--- src/sv/atrsm_pkg.sv ---
// Shared types, constants and response patterns of the AT response suffix matcher.
`default_nettype none

package atrsm_pkg;

    localparam int BUFFER_DEPTH_DEF = 1024;
    localparam int BYTE_W = 8;
    localparam int IDX_W = 10;
    localparam int HIST_LEN = 24;

    localparam int OK_LEN = 6;
    localparam int ERR_LEN = 9;
    localparam int INV_LEN = 24;

    localparam logic [BYTE_W-1:0] ESC_CODE = 8'd27;
    localparam logic [BYTE_W-1:0] CHAR_END = "E";
    localparam logic [BYTE_W-1:0] CHAR_START = "u";

    localparam logic [BYTE_W-1:0] OK_PAT [OK_LEN] = '{
        8'h0D, 8'h0A, "O", "K", 8'h0D, 8'h0A
    };

    localparam logic [BYTE_W-1:0] ERR_PAT [ERR_LEN] = '{
        8'h0D, 8'h0A, "E", "R", "R", "O", "R", 8'h0D, 8'h0A
    };

    localparam logic [BYTE_W-1:0] INV_PAT [INV_LEN] = '{
        8'h0D, 8'h0A, "E", "R", "R", "O", "R", ":", " ", "I", "N", "V",
        "A", "L", "I", "D", " ", "I", "N", "P", "U", "T", 8'h0D, 8'h0A
    };

    typedef enum logic [1:0] {
        RESP_NONE    = 2'd0,
        RESP_OK      = 2'd1,
        RESP_ERROR   = 2'd2,
        RESP_INVALID = 2'd3
    } atrsm_resp_t;

    typedef struct packed {
        logic ok;
        logic err;
        logic inv;
    } atrsm_hit_t;

    typedef struct packed {
        logic [IDX_W-1:0] write_index;
        atrsm_resp_t      response_code;
        logic             frame_end;
        logic             frame_found;
        logic [IDX_W-1:0] frame_start_index;
        logic             buffer_restart;
    } atrsm_result_t;

endpackage

`default_nettype wire

--- src/sv/atrsm_rx_if.sv ---
// Input channel carrying one received serial byte per beat.
`default_nettype none

interface atrsm_rx_if;
    import atrsm_pkg::*;

    logic              valid;
    logic              ready;
    logic [BYTE_W-1:0] rx_byte;

    modport source (output valid, output rx_byte, input ready);
    modport sink (input valid, input rx_byte, output ready);
endinterface

`default_nettype wire

--- src/sv/atrsm_result_if.sv ---
// Output channel carrying one match result per beat.
`default_nettype none

interface atrsm_result_if;
    import atrsm_pkg::*;

    logic             valid;
    logic             ready;
    logic [IDX_W-1:0] write_index;
    logic [1:0]       response_code;
    logic             frame_end;
    logic             frame_found;
    logic [IDX_W-1:0] frame_start_index;
    logic             buffer_restart;

    modport source (
        output valid, output write_index, output response_code, output frame_end,
        output frame_found, output frame_start_index, output buffer_restart,
        input ready
    );
    modport sink (
        input valid, input write_index, input response_code, input frame_end,
        input frame_found, input frame_start_index, input buffer_restart,
        output ready
    );
endinterface

`default_nettype wire

--- src/sv/atrsm_cell.sv ---
// One history cell: holds a byte and its valid flag and compares its incoming byte.
`default_nettype none

module atrsm_cell #(
    parameter int POS = 0
) (
    input  wire logic                         clk,
    input  wire logic                         rst_n,
    input  wire logic                         shift,
    input  wire logic                         flush,
    input  wire logic                         v_in,
    input  wire logic [atrsm_pkg::BYTE_W-1:0] d_in,
    output logic                              valid_q,
    output logic [atrsm_pkg::BYTE_W-1:0]      byte_q,
    output atrsm_pkg::atrsm_hit_t             hit
);
    import atrsm_pkg::*;

    localparam int OK_IDX = (POS < OK_LEN) ? OK_LEN - 1 - POS : 0;
    localparam int ERR_IDX = (POS < ERR_LEN) ? ERR_LEN - 1 - POS : 0;
    localparam int INV_IDX = (POS < INV_LEN) ? INV_LEN - 1 - POS : 0;

    logic              valid_reg;
    logic              valid_next;
    logic [BYTE_W-1:0] byte_reg;
    logic [BYTE_W-1:0] byte_next;

    always_comb
    begin
        valid_next = valid_reg;
        byte_next = byte_reg;
        if (shift)
        begin
            valid_next = v_in & ~flush;
            byte_next = d_in;
        end
    end

    always_comb
    begin
        hit.ok = (POS >= OK_LEN) || (v_in && d_in == OK_PAT[OK_IDX]);
        hit.err = (POS >= ERR_LEN) || (v_in && d_in == ERR_PAT[ERR_IDX]);
        hit.inv = (POS >= INV_LEN) || (v_in && d_in == INV_PAT[INV_IDX]);
    end

    always_ff @(posedge clk or negedge rst_n)
    begin
        if (!rst_n)
        begin
            valid_reg <= 1'b0;
            byte_reg <= '0;
        end
        else
        begin
            valid_reg <= valid_next;
            byte_reg <= byte_next;
        end
    end

    assign valid_q = valid_reg;
    assign byte_q = byte_reg;
endmodule

`default_nettype wire

--- src/sv/atrsm_out_buf.sv ---
// Two-entry result buffer that decouples the matcher from the result channel.
`default_nettype none

module atrsm_out_buf (
    input  wire logic                     clk,
    input  wire logic                     rst_n,
    input  wire logic                     push_valid,
    output logic                          push_ready,
    input  wire atrsm_pkg::atrsm_result_t push_data,
    atrsm_result_if.source                result
);
    import atrsm_pkg::*;

    logic          out_vld_reg;
    logic          out_vld_next;
    logic          skid_vld_reg;
    logic          skid_vld_next;
    atrsm_result_t out_data_reg;
    atrsm_result_t out_data_next;
    atrsm_result_t skid_data_reg;
    atrsm_result_t skid_data_next;
    logic          pop;
    logic          push;

    assign push_ready = ~skid_vld_reg;
    assign pop = out_vld_reg & result.ready;
    assign push = push_valid & ~skid_vld_reg;

    always_comb
    begin
        out_vld_next = out_vld_reg;
        skid_vld_next = skid_vld_reg;
        out_data_next = out_data_reg;
        skid_data_next = skid_data_reg;
        if (skid_vld_reg)
        begin
            if (pop)
            begin
                out_data_next = skid_data_reg;
                skid_vld_next = 1'b0;
            end
        end
        else if (push)
        begin
            if (!out_vld_reg || pop)
            begin
                out_data_next = push_data;
                out_vld_next = 1'b1;
            end
            else
            begin
                skid_data_next = push_data;
                skid_vld_next = 1'b1;
            end
        end
        else if (pop)
        begin
            out_vld_next = 1'b0;
        end
    end

    always_ff @(posedge clk or negedge rst_n)
    begin
        if (!rst_n)
        begin
            out_vld_reg <= 1'b0;
            skid_vld_reg <= 1'b0;
        end
        else
        begin
            out_vld_reg <= out_vld_next;
            skid_vld_reg <= skid_vld_next;
        end
    end

    always_ff @(posedge clk)
    begin
        out_data_reg <= out_data_next;
        skid_data_reg <= skid_data_next;
    end

    assign result.valid = out_vld_reg;
    assign result.write_index = out_data_reg.write_index;
    assign result.response_code = out_data_reg.response_code;
    assign result.frame_end = out_data_reg.frame_end;
    assign result.frame_found = out_data_reg.frame_found;
    assign result.frame_start_index = out_data_reg.frame_start_index;
    assign result.buffer_restart = out_data_reg.buffer_restart;
endmodule

`default_nettype wire

--- src/sv/at_response_suffix_matcher_top.sv ---
// Top level of the AT response suffix matcher.
`default_nettype none

// The matcher takes one received byte per beat and returns exactly one result beat for it,
// registered into the output buffer. The newest 24 bytes sit in a row of history cells that
// shift by one on every accepted byte; each cell compares its incoming byte against the three
// response patterns, so all suffix tests finish in the cycle the byte arrives. A new byte can
// be taken every cycle. Results pass through a two-entry output buffer, so the input keeps
// flowing while one result waits on the output; the input stalls only when both entries are
// full. The receive buffer itself is not stored here: only its fill count and the position
// of the latest start marker are kept.

module at_response_suffix_matcher_top #(
    parameter int BUFFER_DEPTH = atrsm_pkg::BUFFER_DEPTH_DEF
) (
    input  wire logic       clk,
    input  wire logic       rst_n,
    input  wire logic       cfg_write_en,
    input  wire logic       cfg_write_data,
    atrsm_rx_if.sink        rx_stream,
    atrsm_result_if.source  result
);
    import atrsm_pkg::*;

    localparam int CNT_W = $clog2(BUFFER_DEPTH);
    localparam logic [CNT_W-1:0] CNT_LAST = CNT_W'(BUFFER_DEPTH - 1);

    logic              udp_enable_reg;
    logic [CNT_W-1:0]  fill_count_reg;
    logic [CNT_W-1:0]  fill_count_next;
    logic [CNT_W-1:0]  sm_index_reg;
    logic [CNT_W-1:0]  sm_index_next;
    logic              sm_valid_reg;
    logic              sm_valid_next;

    logic              accept;
    logic              buf_ready;
    logic              ovf;
    logic [CNT_W-1:0]  widx;
    logic              prev_esc;
    logic              mark_hit;
    logic              mark_valid;
    logic [CNT_W-1:0]  mark_index;
    logic              fend;
    logic              restart;
    logic              ok_all;
    logic              err_all;
    logic              inv_all;
    atrsm_resp_t       code;
    atrsm_result_t     res;

    logic              cell_vin   [HIST_LEN];
    logic [BYTE_W-1:0] cell_din   [HIST_LEN];
    logic              cell_valid [HIST_LEN];
    logic [BYTE_W-1:0] cell_byte  [HIST_LEN];
    atrsm_hit_t        cell_hit   [HIST_LEN];
    logic [HIST_LEN-1:0] ok_vec;
    logic [HIST_LEN-1:0] err_vec;
    logic [HIST_LEN-1:0] inv_vec;

    assign accept = rx_stream.valid & buf_ready;
    assign rx_stream.ready = buf_ready;

    assign ovf = fill_count_reg >= CNT_LAST;
    assign widx = ovf ? '0 : fill_count_reg;

    assign cell_vin[0] = 1'b1;
    assign cell_din[0] = rx_stream.rx_byte;

    for (genvar k = 0; k < HIST_LEN; k++)
    begin : g_cell
        if (k > 0)
        begin : g_link
            assign cell_vin[k] = cell_valid[k-1] & ~ovf;
            assign cell_din[k] = cell_byte[k-1];
        end

        atrsm_cell #(
            .POS(k)
        ) u_cell (
            .clk     (clk),
            .rst_n   (rst_n),
            .shift   (accept),
            .flush   (restart),
            .v_in    (cell_vin[k]),
            .d_in    (cell_din[k]),
            .valid_q (cell_valid[k]),
            .byte_q  (cell_byte[k]),
            .hit     (cell_hit[k])
        );

        assign ok_vec[k] = cell_hit[k].ok;
        assign err_vec[k] = cell_hit[k].err;
        assign inv_vec[k] = cell_hit[k].inv;
    end

    assign ok_all = &ok_vec;
    assign err_all = &err_vec;
    assign inv_all = &inv_vec;

    assign prev_esc = cell_valid[0] & ~ovf & (cell_byte[0] == ESC_CODE);
    assign mark_hit = prev_esc & (rx_stream.rx_byte == CHAR_START);
    assign mark_valid = mark_hit | (sm_valid_reg & ~ovf);
    assign mark_index = mark_hit ? widx - CNT_W'(1) : sm_index_reg;
    assign fend = prev_esc & (rx_stream.rx_byte == CHAR_END) & udp_enable_reg;

    always_comb
    begin
        if (fend)
        begin
            code = RESP_NONE;
        end
        else if (ok_all)
        begin
            code = RESP_OK;
        end
        else if (err_all)
        begin
            code = RESP_ERROR;
        end
        else if (inv_all)
        begin
            code = RESP_INVALID;
        end
        else
        begin
            code = RESP_NONE;
        end
    end

    assign restart = fend | (code != RESP_NONE);

    always_comb
    begin
        res.write_index = IDX_W'(widx);
        res.response_code = code;
        res.frame_end = fend;
        res.frame_found = fend & mark_valid;
        res.frame_start_index = (fend & mark_valid) ? IDX_W'(mark_index) : '0;
        res.buffer_restart = restart;
    end

    assign fill_count_next = restart ? '0 : widx + CNT_W'(1);
    assign sm_valid_next = mark_valid & ~restart;
    assign sm_index_next = mark_index;

    always_ff @(posedge clk or negedge rst_n)
    begin
        if (!rst_n)
        begin
            udp_enable_reg <= 1'b0;
            fill_count_reg <= '0;
            sm_index_reg <= '0;
            sm_valid_reg <= 1'b0;
        end
        else
        begin
            if (cfg_write_en)
            begin
                udp_enable_reg <= cfg_write_data;
            end
            if (accept)
            begin
                fill_count_reg <= fill_count_next;
                sm_index_reg <= sm_index_next;
                sm_valid_reg <= sm_valid_next;
            end
        end
    end

    atrsm_out_buf u_out_buf (
        .clk        (clk),
        .rst_n      (rst_n),
        .push_valid (rx_stream.valid),
        .push_ready (buf_ready),
        .push_data  (res),
        .result     (result)
    );

    assert property (@(posedge clk) disable iff (!rst_n)
        accept && restart |=> fill_count_reg == '0)
    else $error("fill count did not restart after a reported restart");

    assert property (@(posedge clk) disable iff (!rst_n)
        result.valid && result.frame_found |-> result.frame_end)
    else $error("start marker reported without a frame end");

    assert property (@(posedge clk) disable iff (!rst_n)
        result.valid && result.frame_end |-> result.response_code == RESP_NONE)
    else $error("response code reported on a frame end");

    assert property (@(posedge clk) disable iff (!rst_n)
        accept && !restart |=> fill_count_reg == $past(widx) + CNT_W'(1))
    else $error("fill count did not advance by one");

    assert property (@(posedge clk) disable iff (!rst_n)
        fill_count_reg <= CNT_LAST)
    else $error("fill count beyond buffer depth");
endmodule

`default_nettype wire
--- src/flat_wrapper.sv ---
// flat-port wrapper written by rule: the top's interface ports become plain ports
module at_response_suffix_matcher_top_flat import atrsm_pkg::*;
#(
    parameter int BUFFER_DEPTH = atrsm_pkg::BUFFER_DEPTH_DEF
)
  (clk, rst_n, cfg_write_en, cfg_write_data, rx_stream_valid, rx_stream_rx_byte, rx_stream_ready, result_valid, result_write_index, result_response_code, result_frame_end, result_frame_found, result_frame_start_index, result_buffer_restart, result_ready);
  atrsm_rx_if rx_stream_i ();
  atrsm_result_if result_i ();
  input  wire logic clk;
  input  wire logic rst_n;
  input  wire logic cfg_write_en;
  input  wire logic cfg_write_data;
  input wire logic [$bits(rx_stream_i.valid)-1:0] rx_stream_valid;
  input wire logic [$bits(rx_stream_i.rx_byte)-1:0] rx_stream_rx_byte;
  output wire logic [$bits(rx_stream_i.ready)-1:0] rx_stream_ready;
  output wire logic [$bits(result_i.valid)-1:0] result_valid;
  output wire logic [$bits(result_i.write_index)-1:0] result_write_index;
  output wire logic [$bits(result_i.response_code)-1:0] result_response_code;
  output wire logic [$bits(result_i.frame_end)-1:0] result_frame_end;
  output wire logic [$bits(result_i.frame_found)-1:0] result_frame_found;
  output wire logic [$bits(result_i.frame_start_index)-1:0] result_frame_start_index;
  output wire logic [$bits(result_i.buffer_restart)-1:0] result_buffer_restart;
  input wire logic [$bits(result_i.ready)-1:0] result_ready;
  assign rx_stream_i.valid = rx_stream_valid;
  assign rx_stream_i.rx_byte = rx_stream_rx_byte;
  assign rx_stream_ready = rx_stream_i.ready;
  assign result_valid = result_i.valid;
  assign result_write_index = result_i.write_index;
  assign result_response_code = result_i.response_code;
  assign result_frame_end = result_i.frame_end;
  assign result_frame_found = result_i.frame_found;
  assign result_frame_start_index = result_i.frame_start_index;
  assign result_buffer_restart = result_i.buffer_restart;
  assign result_i.ready = result_ready;
  at_response_suffix_matcher_top #(.BUFFER_DEPTH(BUFFER_DEPTH)) u_core (.clk(clk), .rst_n(rst_n), .cfg_write_en(cfg_write_en), .cfg_write_data(cfg_write_data), .rx_stream(rx_stream_i), .result(result_i));
endmodule
--- config.mk ---
export PLATFORM = sky130hd
export DESIGN_NAME = at_response_suffix_matcher_top_flat
export DESIGN_NICKNAME = d
export VERILOG_FILES = /design/src/sv/atrsm_pkg.sv /design/src/sv/atrsm_rx_if.sv /design/src/sv/atrsm_result_if.sv /design/src/sv/atrsm_cell.sv /design/src/sv/atrsm_out_buf.sv /design/src/sv/at_response_suffix_matcher_top.sv /design/src/flat_wrapper.sv
export SDC_FILE = /design/constraint.sdc
export NUM_CORES = 1
export LEC_CHECK = 0
export BUFFER_PORTS_ARGS = -buffer_cell sky130_fd_sc_hd__buf_4
export CAP_MARGIN = 25
export CORE_MARGIN = 2
export CORE_UTILIZATION = 53
export CTS_CLUSTER_DIAMETER = 30
export DETAILED_ROUTE_END_ITERATION = 8
export PLACE_DENSITY = 0.81
export SLEW_MARGIN = 25
export SYNTH_ARGS = -nofsm -noshare
export SYNTH_HDL_FRONTEND = slang
export SYNTH_HIERARCHICAL = 1
export SYNTH_SLANG_ARGS = --single-unit
--- constraint.sdc ---
create_clock -name clk -period 3.6 [get_ports clk]
set_input_delay 0.18 -clock clk [delete_from_list [all_inputs] [get_ports clk]]
set_output_delay 0.18 -clock clk [all_outputs]
set_load 0.01 [all_outputs]
==> run_results.csv, run 1 <==
group,metric,value,unit
run_status,status,"finished, final reports clean",
sta,rsz0062_at_grt,"false",
detailed_routing,post-route-drc-count,0,
floorplanning,start_util,54.05,%
sta,hold_viol,0,
sta,finalSetupViolCount,0,
placement,place_inst,1290,
final_layout,fill_cells,1676,
sta,fin_skew,0.02219,ns
final_layout,syn2layout_area_growth,17.87,%
floorplanning,dieArea,26080,um^2
detailed_routing,routed_wl,24470,um
final_layout,final_cell_mix,"dfrtp_1 (231), mux2_2 (120), mux2_4 (73)",
floorplanning,fp.dieW,161.5,um
logic_synthesis,netlist_area,13150,um^2
run,maxCapViolations,0,
grt,grt_max_degree,115,
pwr,total_power,13.92,mW
final_layout,fin_area,15490,um^2
pwr,p_switching,3.919,mW
sta,fin_setup_tns,0,ns
final_layout,largest_register_ffs,184,
sta,max_slew_margin,35.55,%
worst_setup_path,reg2reg_depth,13,
pwr,seq_power_share,39.6,%
sta,tightest_slew,0.9627,ns
grt,grt_pass1_wl,41300,um
worst_setup_path,rrSetupSlack,0.23,ns
worst_setup_path,reg2reg_to,"u_core/g_cell[20].u_cell/valid_q",
worst_setup_path,timing.critical_path.from,"u_core/fill_count_reg[1]",
worst_setup_path,endpoint_kind,"flip-flop",
sta,slew_violations,0,
pwr,p_per_area,898.6,nW/um^2
logic_synthesis,ys_warn_count,6,
final_layout,layout.cells.non_filler,1391,
cts,clkSinkCount,281,
sta,fin_crit,3.366,ns
detailed_routing,drt_first_pass_iters,5,
cts,clk_latency,0.53,ns
floorplanning,dieHeight,161.5,um
final_layout,fin_util,63.71,%
cts,cts-htree-levels,2,
worst_setup_path,endpoint,"u_core/g_cell[20].u_cell/valid_q",
detailed_routing,first_iter_violations,536,
placement,routabilityCongestion,0.8194,
grt,grt_pass1_vias,8004,
cts,cts_buffer_depth,3,
worst_setup_path,path_class,"reg2reg",
floorplanning,ios,41,
final_layout,nets,1046,
worst_hold_path,min_path_type,"in2async",
grt,gr-total-overflow,0,
sta,worst_hold_slack,0.3025,ns
worst_setup_path,r2r-start,"u_core/fill_count_reg[1]",
grt,grt.total_usage,19.42,%
floorplanning,placementRows,57,
detailed_routing,vias,7604,
sta,fin_crit_sh,93.50,%
cts,cts-root-buf,"clkbuf_16",
detailed_routing,wire_per_inst,17.59,um
cts,cts_inserted_buffers,48,
pwr,intPower,10.00,mW
final_layout,drive_above_1_share,34.30,%
placement,hpwlAfterDp,14710,um
placement,place_area,13510,um^2
pwr,clockPowerShare,36.4,%
sta,fmax,297.1,MHz
floorplanning,core_area,24320,um^2
worst_setup_path,cp_max_fo,33,
final_layout,antenna_cells,0,
worst_setup_path,cp.required,3.96,ns
worst_setup_path,start_kind,"flip-flop",
sta,setup_ws,0.2341,ns
final_layout,final_common_cell,"dfrtp_1",
pwr,p_leak,6.650,nW
logic_synthesis,syn_area_per_cell,13.51,um^2
cts,cts_tree,"built",
placement,dp_slack,0.1740,ns
detailed_routing,ant_nets,0,
cts,clk_pin_slew_worst_paths,0.06,ns
pwr,vdd_drop_max,0.5947,mV
pwr,swShare,28.15,%
detailed_routing,via_per_inst,5.467,
pwr,power_frac_comb,24.0,%
logic_synthesis,syn_inst,973,
placement,portBuffers,40,
worst_setup_path,worstPathArrival,3.72,ns
grt,antenna_found_initial,0,
## cell type report
class                   count  area [um^2]  area share, %
clock inverters            28        495.5          3.198
clock buffers              59         1324          8.544
repair buffers             73        631.9          4.078
well taps                 324        405.4          2.616
inverters                  34        135.1         0.8722
flip-flops and latches    281         7282          47.00
multi-input cells         592         5220          33.69
## worst min path at each step
stage                                    end   from
2_1_floorplan       u_core/fill_count_reg[0]  rst_n
3_3_place_gp   u_core/u_out_buf/skid_vld_reg  rst_n
3_5_place_dp   u_core/u_out_buf/skid_vld_reg  rst_n
4_1_cts        u_core/u_out_buf/skid_vld_reg  rst_n
5_1_grt               u_core/sm_index_reg[8]  rst_n
6_report              u_core/sm_index_reg[8]  rst_n
## critical path, stage by stage, from the launching register on
cell,delay [ns]
dfrtp_1,0.43
and4_1,0.26
nand4_1,0.14
buf_4,0.22
and2_1,0.17
or3b_1,0.39
nor4_1,0.29
nand4_1,0.16
nor4_2,0.36
nand2_1,0.15
nand4b_2,0.11
buf_6,0.23
nand3b_1,0.15
o21ai_0,0.11
## routing by layer
metal / part of all wire [%] / up-vias / global-route usage, %
met2: 50 / 139 / 32.69
met1: 45 / 3883 / 25.82
li1: - / 3548 / -
met4: 1.7 / 0 / 5.722
met5: 0 / - / 0
met3: 3.8 / 34 / 3.621
## what timing repair did
item	4_1_cts	5_1_grt
resized for setup	0	4
setup endpoints to repair	0	33
setup buffers	0	0
hold endpoints to repair	117	0
hold buffers	14	0
## power by group through the flow
stage	clock [mW]	sequential, mW	combinational [mW]
after floorplan	0	5.25	2.68
after global placement	0	5.48	3.17
after detailed placement	0	5.54	3.29
after CTS	5.16	5.52	3.36
after global routing	5.31	5.70	3.63
final	5.07	5.51	3.35
No activity file was read; power rests on OpenSTA's default activity.
==> run 2, diff against run 1 <==
--- a/config.mk
+++ b/config.mk
@@ -5,6 +5,7 @@
 export SDC_FILE = /design/constraint.sdc
 export NUM_CORES = 1
 export LEC_CHECK = 0
+export ABC_AREA = 1
 export BUFFER_PORTS_ARGS = -buffer_cell sky130_fd_sc_hd__buf_4
 export CAP_MARGIN = 25
 export CORE_MARGIN = 2
==> run_results.csv, run 2 <==
group,metric,value,unit
run_status,status,"finished, final reports clean",
final_layout,fin_area,15870,um^2
worst_setup_path,endpoint_kind,"flip-flop",
cts,cts_inserted_buffers,50,
logic_synthesis,netlist_area,14060,um^2
logic_synthesis,syn_inst,1643,
placement,hpwlAfterDp,17660,um
pwr,total_power,13.79,mW
worst_setup_path,path_class,"reg2reg",
worst_setup_path,worstPathArrival,3.53,ns
floorplanning,dieArea,27840,um^2
sta,worst_hold_slack,0.1964,ns
pwr,p_switching,4.837,mW
final_layout,layout.cells.non_filler,2061,
worst_setup_path,start_kind,"flip-flop",
detailed_routing,post-route-drc-count,0,
sta,hold_viol,0,
worst_hold_path,min_path_type,"in2async",
floorplanning,start_util,53.94,%
grt,grt_max_degree,148,
sta,rsz0062_at_grt,"false",
grt,antenna_found_initial,0,
final_layout,antenna_cells,0,
worst_setup_path,cp.required,3.98,ns
worst_setup_path,cp_max_fo,24,
pwr,clockPowerShare,34.5,%
placement,dp_slack,0.4757,ns
sta,tightest_slew,1.018,ns
pwr,power_frac_comb,26.0,%
detailed_routing,wire_per_inst,13.62,um
cts,cts_tree,"built",
cts,clkSinkCount,281,
grt,grt.total_usage,20.38,%
sta,fin_crit_sh,87.41,%
grt,gr-total-overflow,0,
detailed_routing,drt_first_pass_iters,7,
floorplanning,placementRows,59,
run,maxCapViolations,0,
cts,clk_pin_slew_worst_paths,0.05,ns
logic_synthesis,syn_area_per_cell,8.555,um^2
final_layout,final_common_cell,"nand2_1",
final_layout,drive_above_1_share,14.66,%
detailed_routing,ant_nets,0,
sta,finalSetupViolCount,0,
floorplanning,core_area,26060,um^2
cts,clk_latency,0.54,ns
cts,cts_buffer_depth,3,
sta,slew_violations,0,
sta,fmax,317.8,MHz
placement,routabilityCongestion,0.8802,
floorplanning,ios,41,
placement,portBuffers,40,
sta,fin_crit,3.147,ns
final_layout,largest_register_ffs,184,
detailed_routing,vias,10210,
detailed_routing,routed_wl,28070,um
cts,cts-root-buf,"clkbuf_16",
floorplanning,dieHeight,166.9,um
final_layout,nets,1700,
floorplanning,fp.dieW,166.9,um
sta,fin_skew,0.01263,ns
pwr,p_leak,7.545,nW
grt,grt_pass1_wl,47600,um
cts,cts-htree-levels,2,
final_layout,fin_util,60.90,%
sta,fin_setup_tns,0,ns
detailed_routing,via_per_inst,4.953,
grt,grt_pass1_vias,10200,
pwr,vdd_drop_max,0.5206,mV
logic_synthesis,ys_warn_count,6,
final_layout,multi_input_comb_area,4708,um^2
final_layout,syn2layout_area_growth,12.91,%
cts,cts_resized,0,
final_layout,ff_latch_area,7282,um^2
pwr,intPower,8.950,mW
sta,setup_ws,0.4532,ns
pwr,swShare,35.08,%
placement,place_area,13980,um^2
pwr,p_per_area,868.8,nW/um^2
detailed_routing,first_iter_violations,872,
placement,place_inst,1953,
sta,max_slew_margin,32.09,%
final_layout,final_cell_mix,"nand2_1 (378), inv_1 (287), dfrtp_1 (231)",
final_layout,fill_cells,2027,
pwr,seq_power_share,39.5,%
## run 2: final cells by class
| type | instances | area share (%) |
|---|---|---|
| Clock buffer | 68 | 9.145 |
| Sequential cell | 281 | 45.88 |
| Timing Repair Buffer | 69 | 3.847 |
| Multi-Input combinational cell | 990 | 29.67 |
| Clock inverter | 26 | 1.861 |
| Inverter | 292 | 6.954 |
| Tap cell | 335 | 2.641 |
## run 2: path summary, 6_finish.rpt
kind	startpoint	end	slack [ns]	cells past startpoint
worst max-delay path	u_core/fill_count_reg[4]	u_core/g_cell[16].u_cell/valid_q	0.45	19
worst min-delay path	rst_n	u_core/g_cell[17].u_cell/byte_q[6]	0.20	2
worst max register to register	u_core/fill_count_reg[4]	u_core/g_cell[16].u_cell/valid_q	0.45	19
worst min register to register	u_core/sm_index_reg[8]	u_core/sm_index_reg[8]	0.47	2
min in group clk	rx_stream_rx_byte[7]	u_core/g_cell[0].u_cell/byte_q[7]	0.43	4
max in group asynchronous	rst_n	u_core/g_cell[5].u_cell/byte_q[6]	2.42	3
## run 2: critical path, stage by stage (launching register included)
cell	delay (ns)
dfrtp_1	0.45
nand2_2	0.15
nor2_4	0.06
nand3_4	0.22
nand2_1	0.08
inv_1	0.07
inv_1	0.06
nor2_1	0.14
nand3_1	0.11
nor2_1	0.11
nand4_1	0.13
nor2_1	0.27
nand2_1	0.12
nand3_1	0.11
nor2_2	0.05
inv_1	0.38
buf_4	0.26
nor2_1	0.06
nand2_1	0.05
o21ai_0	0.10
## run 2: metal layers
| layer | global-route usage [%] | part of all wire (%) | up-vias |
|---|---|---|---|
| li1 | - | - | 5080 |
| met1 | 27.11 | 44 | 4807 |
| met2 | 33.82 | 48 | 245 |
| met3 | 3.375 | 4.5 | 77 |
| met4 | 7.571 | 2.9 | 0 |
| met5 | 0 | 0 | - |
## run 2: power groups by stage
stage          clock, mW  sequential, mW  combinational, mW
2_1_floorplan          0            5.30               3.00
3_3_place_gp           0            5.42               3.35
3_5_place_dp           0            5.48               3.50
4_1_cts             4.81            5.45               3.57
5_1_grt             4.97            5.63               4.07
6_report            4.76            5.45               3.58
## run 2: repair_timing
item / CTS / global route
hold buffers: 14 / 0
hold endpoints to repair: 84 / 0
buffers inserted: 0 / 0
